--- config.mk ---
export PLATFORM = sky130hd
export DESIGN_NAME = watchdog_timer_with_lock_flat
export DESIGN_NICKNAME = d
export VERILOG_FILES = /design/src/wdt_pkg.sv /design/src/wdt_ifs.sv /design/src/wdt_core.sv /design/src/watchdog_timer_with_lock.sv /design/src/flat_wrapper.sv
export SDC_FILE = /design/constraint.sdc
export NUM_CORES = 1
export LEC_CHECK = 0
export CORE_MARGIN = 5
export CORE_UTILIZATION = 55
export DETAILED_ROUTE_END_ITERATION = 16
export DONT_BUFFER_PORTS = 1
export GPL_TIMING_DRIVEN = 0
export HOLD_SLACK_MARGIN = 0.03
export MAX_ROUTING_LAYER = met4
export PLACE_DENSITY_LB_ADDON = 0.08
export SLEW_MARGIN = 20
export SYNTH_ARGS = -nofsm -noshare
export SYNTH_HDL_FRONTEND = slang
export SYNTH_SLANG_ARGS = --single-unit
--- constraint.sdc ---
create_clock -name clk -period 3.35 [get_ports clk]
set_input_delay 0 -clock clk [delete_from_list [all_inputs] [get_ports clk]]
set_output_delay 0 -clock clk [all_outputs]
set_load 0.01 [all_outputs]
--- src/wdt_pkg.sv ---
`default_nettype none

package wdt_pkg;

  // Operation codes carried by the opcode field.
  typedef enum logic [1:0] {
    OP_TICK  = 2'd0,
    OP_READ  = 2'd1,
    OP_WRITE = 2'd2,
    OP_IDLE  = 2'd3
  } op_t;

  // Word indexes of the register map.
  typedef enum logic [2:0] {
    REG_CTRL   = 3'd0,
    REG_LOAD   = 3'd1,
    REG_COUNT  = 3'd2,
    REG_KEY    = 3'd3,
    REG_STATUS = 3'd4
  } reg_idx_t;

  // Magic values for the key register.
  localparam logic [31:0] FEED_KEY = 32'd1515870810;
  localparam logic [31:0] LOCK_KEY = 32'd443338065;

  // Bit positions within control and status.
  localparam int unsigned CTRL_EN_BIT    = 0;
  localparam int unsigned CTRL_INTEN_BIT = 1;
  localparam int unsigned SR_TIMEOUT_BIT = 0;

  // One input word as held in the input register.
  typedef struct packed {
    logic [1:0]  opcode;
    logic [2:0]  reg_index;
    logic [31:0] write_data;
  } wdt_item_t;

  // One result word as held in the output register.
  typedef struct packed {
    logic [31:0] read_data;
    logic        irq_level;
    logic        bad_access;
  } wdt_result_t;

endpackage

`default_nettype wire

--- src/wdt_ifs.sv ---
`default_nettype none

// Input channel: one tick, read, write or idle per word.
interface wdt_in_if;
  logic        valid;
  logic        ready;
  logic [1:0]  opcode;
  logic [2:0]  reg_index;
  logic [31:0] write_data;

  modport source (output valid, output opcode, output reg_index, output write_data,
                  input ready);
  modport sink   (input valid, input opcode, input reg_index, input write_data,
                  output ready);
endinterface

// Result channel: one result word per input word.
interface wdt_out_if;
  logic        valid;
  logic        ready;
  logic [31:0] read_data;
  logic        irq_level;
  logic        bad_access;

  modport source (output valid, output read_data, output irq_level, output bad_access,
                  input ready);
  modport sink   (input valid, input read_data, input irq_level, input bad_access,
                  output ready);
endinterface

`default_nettype wire

--- src/wdt_core.sv ---
`default_nettype none

module wdt_core
  import wdt_pkg::*;
(
  input  wire logic        clk,
  input  wire logic        rst_n,
  input  wire logic        fire,
  input  wire wdt_item_t   item,
  output wdt_result_t      result
);

  logic        enable_r,  enable_nxt;
  logic        irq_en_r,  irq_en_nxt;
  logic [31:0] reload_r,  reload_nxt;
  logic [31:0] count_r,   count_nxt;
  logic        timeout_r, timeout_nxt;
  logic        lock_r,    lock_nxt;
  logic [31:0] rd;
  logic        bad;

  // Decode the word against the current register state.
  always_comb begin
    enable_nxt  = enable_r;
    irq_en_nxt  = irq_en_r;
    reload_nxt  = reload_r;
    count_nxt   = count_r;
    timeout_nxt = timeout_r;
    lock_nxt    = lock_r;
    rd          = '0;
    bad         = 1'b0;
    unique case (op_t'(item.opcode))
      OP_TICK: begin
        // A zero count never times out.
        if (enable_r && (count_r != '0)) begin
          count_nxt = count_r - 32'd1;
          if (count_r == 32'd1) begin
            timeout_nxt = 1'b1;
          end
        end
      end
      OP_READ: begin
        unique case (item.reg_index)
          REG_CTRL: begin
            rd[CTRL_EN_BIT]    = enable_r;
            rd[CTRL_INTEN_BIT] = irq_en_r;
          end
          REG_LOAD:   rd = reload_r;
          REG_COUNT:  rd = count_r;
          REG_KEY:    rd = '0;
          REG_STATUS: rd[SR_TIMEOUT_BIT] = timeout_r;
          default:    bad = 1'b1;
        endcase
      end
      OP_WRITE: begin
        unique case (item.reg_index)
          REG_CTRL: begin
            if (lock_r) begin
              bad = 1'b1;
            end else begin
              enable_nxt = item.write_data[CTRL_EN_BIT];
              irq_en_nxt = item.write_data[CTRL_INTEN_BIT];
              if (item.write_data[CTRL_EN_BIT]) begin
                count_nxt = reload_r;
              end
            end
          end
          REG_LOAD: begin
            if (lock_r) begin
              bad = 1'b1;
            end else begin
              reload_nxt = item.write_data;
            end
          end
          REG_COUNT: begin
            // Read-only; the write is dropped quietly.
          end
          REG_KEY: begin
            if (item.write_data == FEED_KEY) begin
              count_nxt   = reload_r;
              timeout_nxt = 1'b0;
            end else if (item.write_data == LOCK_KEY) begin
              lock_nxt = 1'b1;
            end else begin
              bad = 1'b1;
            end
          end
          REG_STATUS: begin
            if (item.write_data[SR_TIMEOUT_BIT]) begin
              timeout_nxt = 1'b0;
            end
          end
          default: bad = 1'b1;
        endcase
      end
      default: begin
        // Idle word: nothing changes.
      end
    endcase
  end

  // The interrupt level reflects the state after this word; read data the state before it.
  always_comb begin
    result.read_data  = rd;
    result.irq_level  = timeout_nxt & irq_en_nxt;
    result.bad_access = bad;
  end

  // Register state, updated only when the word moves to the output stage.
  always_ff @(posedge clk) begin
    if (!rst_n) begin
      enable_r  <= 1'b0;
      irq_en_r  <= 1'b0;
      reload_r  <= '0;
      count_r   <= '0;
      timeout_r <= 1'b0;
      lock_r    <= 1'b0;
    end else if (fire) begin
      enable_r  <= enable_nxt;
      irq_en_r  <= irq_en_nxt;
      reload_r  <= reload_nxt;
      count_r   <= count_nxt;
      timeout_r <= timeout_nxt;
      lock_r    <= lock_nxt;
    end
  end

endmodule

`default_nettype wire

--- src/watchdog_timer_with_lock.sv ---
// Watchdog timer with a lock key, behind five 32-bit word registers.
// The input channel carries one word per access: a timer tick, a register
// read, a register write or an idle word (opcode, reg_index, write_data).
// Every input word yields exactly one result word on the output channel:
// read_data, the interrupt level after the access, and a bad_access flag.
// A word accepted into the input register is decoded against the register
// state and, once the output register is free, moves into it with the state
// update; its result is then offered from the output register until taken.
// Throughput is one word per cycle unless the receiver stalls; a tick or
// access may follow the previous one immediately, since the decode and
// register update fit in the single stage between the input and output
// registers.
// If the receiver stalls, the output register holds its word, the input
// register takes one more word, and only then is in_chan.ready dropped.
// Synchronous reset (rst_n low) empties both registers and clears all
// watchdog state: disabled, no interrupt, load and count zero, unlocked.
`default_nettype none

module watchdog_timer_with_lock
  import wdt_pkg::*;
(
  input  wire logic clk,
  input  wire logic rst_n,
  wdt_in_if.sink    in_chan,
  wdt_out_if.source out_chan
);

  logic        in_v_r;
  wdt_item_t   item_r;
  logic        out_v_r;
  wdt_result_t res_r;
  wdt_result_t res_nxt;
  logic        advance;

  // Move a word to the output stage when the output register is free or its word is being taken.
  assign advance       = in_v_r && (!out_v_r || out_chan.ready);
  assign in_chan.ready = !in_v_r || advance;

  // Input register.
  always_ff @(posedge clk) begin
    if (!rst_n) begin
      in_v_r <= 1'b0;
    end else if (in_chan.ready) begin
      in_v_r <= in_chan.valid;
    end
  end

  always_ff @(posedge clk) begin
    if (in_chan.ready && in_chan.valid) begin
      item_r.opcode     <= in_chan.opcode;
      item_r.reg_index  <= in_chan.reg_index;
      item_r.write_data <= in_chan.write_data;
    end
  end

  // Decode and register state.
  wdt_core u_core (
    .clk    (clk),
    .rst_n  (rst_n),
    .fire   (advance),
    .item   (item_r),
    .result (res_nxt)
  );

  // Output register.
  always_ff @(posedge clk) begin
    if (!rst_n) begin
      out_v_r <= 1'b0;
    end else if (advance) begin
      out_v_r <= 1'b1;
    end else if (out_chan.ready) begin
      out_v_r <= 1'b0;
    end
  end

  always_ff @(posedge clk) begin
    if (advance) begin
      res_r <= res_nxt;
    end
  end

  assign out_chan.valid      = out_v_r;
  assign out_chan.read_data  = res_r.read_data;
  assign out_chan.irq_level  = res_r.irq_level;
  assign out_chan.bad_access = res_r.bad_access;

  // A held input word is never overwritten while it waits.
  a_in_hold: assert property (@(posedge clk) disable iff (!rst_n)
    (in_v_r && !advance) |=> (in_v_r && $stable(item_r)))
    else $error("input word lost while waiting");

  // A stalled result word keeps its value until taken.
  a_out_hold: assert property (@(posedge clk) disable iff (!rst_n)
    (out_v_r && !out_chan.ready) |=> (out_v_r && $stable(res_r)))
    else $error("result word changed while stalled");

  // Both stages are empty straight after reset.
  a_reset_empty: assert property (@(posedge clk) disable iff (!rst_n)
    $past(!rst_n) |-> (!in_v_r && !out_v_r))
    else $error("pipeline not empty after reset");

endmodule

`default_nettype wire

--- src/flat_wrapper.sv ---
// flat-port wrapper written by rule: the top's interface ports become plain ports
module watchdog_timer_with_lock_flat import wdt_pkg::*;
  (clk, rst_n, in_chan_valid, in_chan_opcode, in_chan_reg_index, in_chan_write_data, in_chan_ready, out_chan_valid, out_chan_read_data, out_chan_irq_level, out_chan_bad_access, out_chan_ready);
  wdt_in_if in_chan_i ();
  wdt_out_if out_chan_i ();
  input  wire logic clk;
  input  wire logic rst_n;
  input wire logic [$bits(in_chan_i.valid)-1:0] in_chan_valid;
  input wire logic [$bits(in_chan_i.opcode)-1:0] in_chan_opcode;
  input wire logic [$bits(in_chan_i.reg_index)-1:0] in_chan_reg_index;
  input wire logic [$bits(in_chan_i.write_data)-1:0] in_chan_write_data;
  output wire logic [$bits(in_chan_i.ready)-1:0] in_chan_ready;
  output wire logic [$bits(out_chan_i.valid)-1:0] out_chan_valid;
  output wire logic [$bits(out_chan_i.read_data)-1:0] out_chan_read_data;
  output wire logic [$bits(out_chan_i.irq_level)-1:0] out_chan_irq_level;
  output wire logic [$bits(out_chan_i.bad_access)-1:0] out_chan_bad_access;
  input wire logic [$bits(out_chan_i.ready)-1:0] out_chan_ready;
  assign in_chan_i.valid = in_chan_valid;
  assign in_chan_i.opcode = in_chan_opcode;
  assign in_chan_i.reg_index = in_chan_reg_index;
  assign in_chan_i.write_data = in_chan_write_data;
  assign in_chan_ready = in_chan_i.ready;
  assign out_chan_valid = out_chan_i.valid;
  assign out_chan_read_data = out_chan_i.read_data;
  assign out_chan_irq_level = out_chan_i.irq_level;
  assign out_chan_bad_access = out_chan_i.bad_access;
  assign out_chan_i.ready = out_chan_ready;
  watchdog_timer_with_lock u_core (.clk(clk), .rst_n(rst_n), .in_chan(in_chan_i), .out_chan(out_chan_i));
endmodule
After elaboration in Yosys (flattened, before gate mapping)
Index checks and enable logic that the tools add are counted.

storage, ports and cells
  bits in registers = 141
  output and inout bits = 36

cells by class
  add/subtract/negate cells = 1
  equal/unequal tests = 14
  multiplexer cells = 26
  bitwise operators = 3
  reductions and logical operators = 19

operators by type and width
  operator                                                                 number
  32-bit two-way mux                                                       4
  32-bit one-hot mux with 2 select lines                                   2
  30-bit one-hot mux with 2 select lines                                   1
  32-bit by 1-bit equality test with 1-bit output, second input constant   1
  32-bit by 29-bit equality test with 1-bit output, second input constant  1
  32-bit by 31-bit equality test with 1-bit output, second input constant  1
  32-bit nonzero test                                                      1
  32-bit by 1-bit subtractor with 32-bit output, second input constant     1
  1-bit two-way mux                                                        13
  4-bit AND reduction                                                      2
  7-bit AND reduction                                                      1
  3-bit by 2-bit equality test with 1-bit output, second input constant    2
  3-bit inequality test, second input constant                             2
  1-bit one-hot mux with 2 select lines                                    3
  1-bit one-hot mux with 3 select lines                                    2
  5-bit AND reduction                                                      1
  5-bit OR reduction                                                       1
  1-bit one-hot mux with 4 select lines                                    1
  2-bit nonzero test                                                       2
  2-bit OR reduction                                                       2
  3-bit by 1-bit equality test with 1-bit output, second input constant    1
  3-bit equality test, second input constant                               1
  1-bit logical AND                                                        3
  3-bit logical NOT                                                        1
  10 further kinds                                                         13

Depth between registers and ports, before layout
  depth after elaboration = 5
  mapped depth = 9
  depth with buffers taken out = 7

Cells and area by module
Synthesis repeated with hierarchy kept, for this count alone.

second synthesis, totals
  cells, all modules = 679
  area total of the unflattened synthesis = 6667.6 um^2

modules (own cells, without submodules)
  module                    times used  cells an instance  area an instance (um^2)  sequential area each (um^2)
  wdt_core                  1           599                4431.8                   1361.3
  watchdog_timer_with_lock  1           80                 2235.9                   2172.1

Worst setup path after synthesis
Ideal clock, no wire load.

  path kind = reg-to-reg
  start point = register u_core.item_r[32] (netlist name)
  end point = register u_core.u_core.count_r[16]
  library setup time = 0.139 ns
  arrival time = 2.214 ns
  required time = 3.211 ns
  setup slack = 0.996 ns
  stages on the path, launching flop included = 9
  path buffers = 3
  period minus slack after synthesis = 2.354 ns
  cell sequence = edfxtp_1 > buf_6 > or4b_1 > a21o_1 > a221o_1 > buf_6 > buf_12 > a2111oi_4 > o32ai_2

on the way
  cells in the longest elaborated chain, start to end = 3
  elaborated cells between the ends (all ways) = 9
  classes of those cells = eq/ne (5); mux (2); reduce/logical (2)

RTL lines
  element                                                                                         RTL line                        RTL
  from (decl)                                                                                     watchdog_timer_with_lock.sv:29  wdt_item_t item_r;
  3-bit by 2-bit equality test with 1-bit output / 3-bit logical NOT (equally long branches)      wdt_core.sv:56                  unique case (item.reg_index)
  3-bit by 1-bit inequality test with 1-bit output (no line) (tied with other cells)              n/a
  7-bit AND reduction (no line) / 32-bit one-hot mux with 2 select lines (equally long branches)  n/a
  to (signal assigned)                                                                            wdt_core.sv:122                 count_r <= count_nxt;
  to (decl)                                                                                       wdt_core.sv:16                  logic [31:0] count_r, count_nxt;

Parallel ways exist; a longest one is shown, timed or not.
A chain may end at the register's enable or synchronous reset.

Worst setup path after layout
  start point = register u_core.u_core.count_r[0]
  end point = register u_core.u_core.count_r[16]

on the way
  cells in the longest elaborated chain, start to end = 4
  elaborated cells between the ends (all ways) = 7
  classes of those cells = add/sub (1); eq/ne (1); mux (2); reduce/logical (3)

RTL lines
  element
  branches (longest 4 deep; another with 32-bit by 1-bit subtractor with 32-bit output)

Parallel ways; which one is timed is not known. The select of a mux whose other input is x is not followed.

==> qor_table.md <==
| Step | Result | This run |
| --- | --- | --- |
| finish | Fraction of layout instances using a drive strength above 1 | 0.119 |
| logic synthesis | Fraction of synthesis flops using an asynchronous set or reset pin | 0 |
| clock tree | Buffer count from post-CTS setup fixing | 0 |
| clock tree | Clock transition at path regs | 0.06 ns |
| clock tree | Deepest clock path buffer count | 2 |
| place | Buffers on Ports | 0 |
| floorplan | Starting Density | 0.560 |
| clock tree | Number of hold buffers added after CTS | 41 |
| floorplan | Std cell rows | 41 |
| finish | Number of non-filler instances in the completed layout | 931 |
| place | Final weighted congestion in routability-driven placement | 0.931 |
| sta | Number of setup violations in the final report | 0 |
| place | Cell area after placement | 7280 um^2 |
| sta | Crit share post-route | 0.879 |
| logic synthesis | Number of different library cells in the post-synthesis netlist | 70 |
| place | # placed instances | 857 |
| power | Peak supply drop | 475 uV |
| logic synthesis | Net count of the mapped netlist | 731 |
| sta | Clock Skew | 0.00888 ns |
| clock tree | Level count of the clock H-tree | 4 |
| clock tree | TritonCTS clock tree | done |
| floorplan | Number of top-level pins | 77 |
| sta | Slew at the pin closest to its max-slew limit | 0.947 ns |
| detailed routing | Vias post-DR | 6095 |
| logic synthesis | Post-synthesis area per instance | 10.3 um^2 |
| setup path | Highest cell delay on the worst timing path | 0.79 ns |
| finish | Fin nets | 792 |
| floorplan | Placeable core region | 12600 um^2 |
| logic synthesis | Most frequently used flop master after synthesis | edfxtp_1 |
| sta | Worst-case headroom to the max-slew limit | 0.360 |
| sta | Maximum operating frequency | 340 MHz |
| finish | Final standard cell area without fillers | 8260 um^2 |
| setup path | Crit. End Element | flip-flop |
| setup path | Worst-path maximum fanout | 7 |
| setup path | Setup Crit Path Kind | flip-flop to flip-flop |
| detailed routing | Detailed Routing Iterations Pass 1 | 6 |
| global route | First-pass GRT wire length | 34.6 mm |
| run status | Status | complete, no violations |
| logic synthesis | Cells after Synth | 684 |
| logic synthesis | Portion of the post-synthesis area used by sequential elements | 0.502 |
| floorplan | Area enclosed by the die boundary | 15200 um^2 |
| sta | Unrepaired setup endpoints after global routing | false |
| sta | Endpoints failing hold | 0 |
| min path | Hold Path Class | input port to flip-flop |
| global route | Vias in the first global route | 6004 |
| finish | Area Growth Syn to Fin | 17.3% |
| global route | Largest net degree at the start of global routing | 38 |
| clock tree | Number of clock sinks seen by CTS | 141 |
| sta | Post-route worst hold slack | 0.0932 ns |
| setup path | Data arrival time of the critical path | 3.24 ns |
| finish | Most common library cell in the layout ignoring fill and taps | nand2_1 |
| logic synthesis | Area share of the largest cell type after synthesis | 0.303 |
| logic synthesis | Post-synth EDFFs | 71 |
| flow run | Max-capacitance violation count | 0 |
| finish | Top library cells by usage in the layout, fill and taps aside | nand2_1, edfxtp_1, dfxtp_1, a21oi_1, clkbuf_1 |
| setup path | Highest-delay cell along the critical path | nor4b_1 |
| clock tree | Total of cells resized after clock tree synthesis | 0 |
| logic synthesis | Leading cell types by total area after synthesis | edfxtp_1, dfxtp_1, nand2_1, a21oi_1, a22oi_1 |
| sta | Max-slew violation count | 0 |
| detailed routing | DRC violations left | 0 |
| power | Pwr dens | 521 nW/um^2 |
| logic synthesis | Library cell with the largest summed area after synthesis | edfxtp_1 |
| clock tree | Skew-Pair Late Insertion Delay | 0.43 ns |
| floorplan | Chip Height | 123 um |
| global route | Total GRT Usage | 0.319 |
| power | Leakage power | 0.00264 uW |
| place | Final HPWL from detailed placement | 15.2 mm |
| sta | Final critical-path required period | 2.95 ns |
| detailed routing | Final routed wirelength across all metal layers | 22.7 mm |
| setup path | Cells traversed along the worst timing path | inv_1 -> ha_1 -> nor4b_1 -> nand4_1 -> a2111oi_4 -> o32ai_2 |
| setup path | Element type at the critical path start | flip-flop |
| global route | Overall overflow remaining after global route | 0 |
| detailed routing | Routed vias/inst | 6.55 |
| setup path | Required arrival time at the worst endpoint | 3.64 ns |
| sta | Setup TNS Final | 0 ns |
| detailed routing | Wire per inst | 24.3 um |
| finish | Core Util, Final | 0.657 |
| global route | Number of antenna violations at the first check in global routing | 1 |
| logic synthesis | Synthesized flop and latch total | 141 |
| logic synthesis | Netlist Area Pre-Place | 7040 um^2 |
| detailed routing | Detailed router's first-iteration violation count | 728 |
| clock tree | Root Driver | clkbuf_16 |
| clock tree | Cts bufs inserted | 17 |
| logic synthesis | Count of warnings emitted by yosys | 0 |
| detailed routing | Antenna Nets Post-Route | 0 |
| floorplan | Overall die width | 123 um |
==> worst paths after layout <==
path	from	endpoint	slack (ns)	cells after the start
min	rst_n	u_core.u_core.count_r[21]	0.09	3
max reg2reg	u_core.u_core.count_r[0]	u_core.u_core.count_r[16]	0.40	6
min reg2reg	u_core.u_core.count_r[15]	u_core.u_core.count_r[15]	0.49	2
max	u_core.u_core.count_r[0]	u_core.u_core.count_r[16]	0.40	6
==> worst max-delay path, delay by kind of cell, from the launching register on <==
kind            cells  cell delay [ns]
simple gates        2             1.41
compound gates      2             0.68
flops               1             0.37
fa+ha+maj           1             0.24
buf+inv             1             0.11
==> cells in the mapped netlist, types with 11 or more instances <==
cell      instances
nor2_1           40
edfxtp_1         71
a22oi_1          30
nor2b_1          34
nor4_1           17
o41ai_2          11
nor3_1           16
clkbuf_1         39
dfxtp_1          70
a21oi_1          66
nand2_1          99
a31oi_1          11
nand4_1          19
==> per-layer routing <==
metal | routed length [um] | vias to the layer above | GRT usage
li1 | - | 2739 | -
met1 | 9140 | 2975 | 0.385
met2 | 10800 | 332 | 0.495
met3 | 2210 | 49 | 0.108
met4 | 533 | 0 | 0.127
met5 | 0 | - | -
==> per-stage QoR <==
step / total power [uW] / setup slack [ns]
2_1_floorplan: 2310 / 0.996
3_3_place_gp: 2450 / 0.504
3_5_place_dp: 2460 / 0.515
4_1_cts: 4280 / 0.500
5_1_grt: 4430 / 0.347
6_report: 4300 / 0.405
==> registers in the layout, indices dropped and copies added (netlist names) <==
register                    count
u_core.out_chan.read_data      32
u_core.u_core.count_r          32
u_core.u_core.irq_en_r          1
u_core.in_v_r                   1
u_core.item_r                  37
u_core.out_chan.irq_level       1
u_core.u_core.enable_r          1
u_core.out_chan.bad_access      1
u_core.u_core.timeout_r         1
u_core.u_core.lock_r            1
u_core.u_core.reload_r         32
u_core.out_chan.valid           1
==> layout make-up <==
cell class | count | area (um^2)
antenna | 1 | 2.50
sequential | 141 | 3530
buffer | 54 | 269
clock buffer | 21 | 450
clock inverter | 11 | 113
inverter | 9 | 33.8
multi-input combinational | 480 | 3200
tap | 172 | 215
fill | 982 | 4310
timing repair buffer | 42 | 438
==> report_power, final <==
part           total (uW)  switching [uW]  leakage, uW  internal [uW]
sequential           1920            48.3      0.00127           1870
clock                1820             769     0.000266           1050
combinational         566             374      0.00110            192
total                4300            1190      0.00264           3110
==> cells by family after synthesis <==
| family | Yosys count | share of synthesized area |
|---|---|---|
| AO/OA/AOI/OAI | 182 | 0.212 |
| adder cells (fa/ha/maj) | 6 | 0.0107 |
| buffers and inverters | 63 | 0.0430 |
| flip-flops | 141 | 0.502 |
| multiplexers | 4 | 0.00587 |
| AND/OR/NAND/NOR | 288 | 0.226 |
No activity file was read; power rests on OpenSTA's default activity.
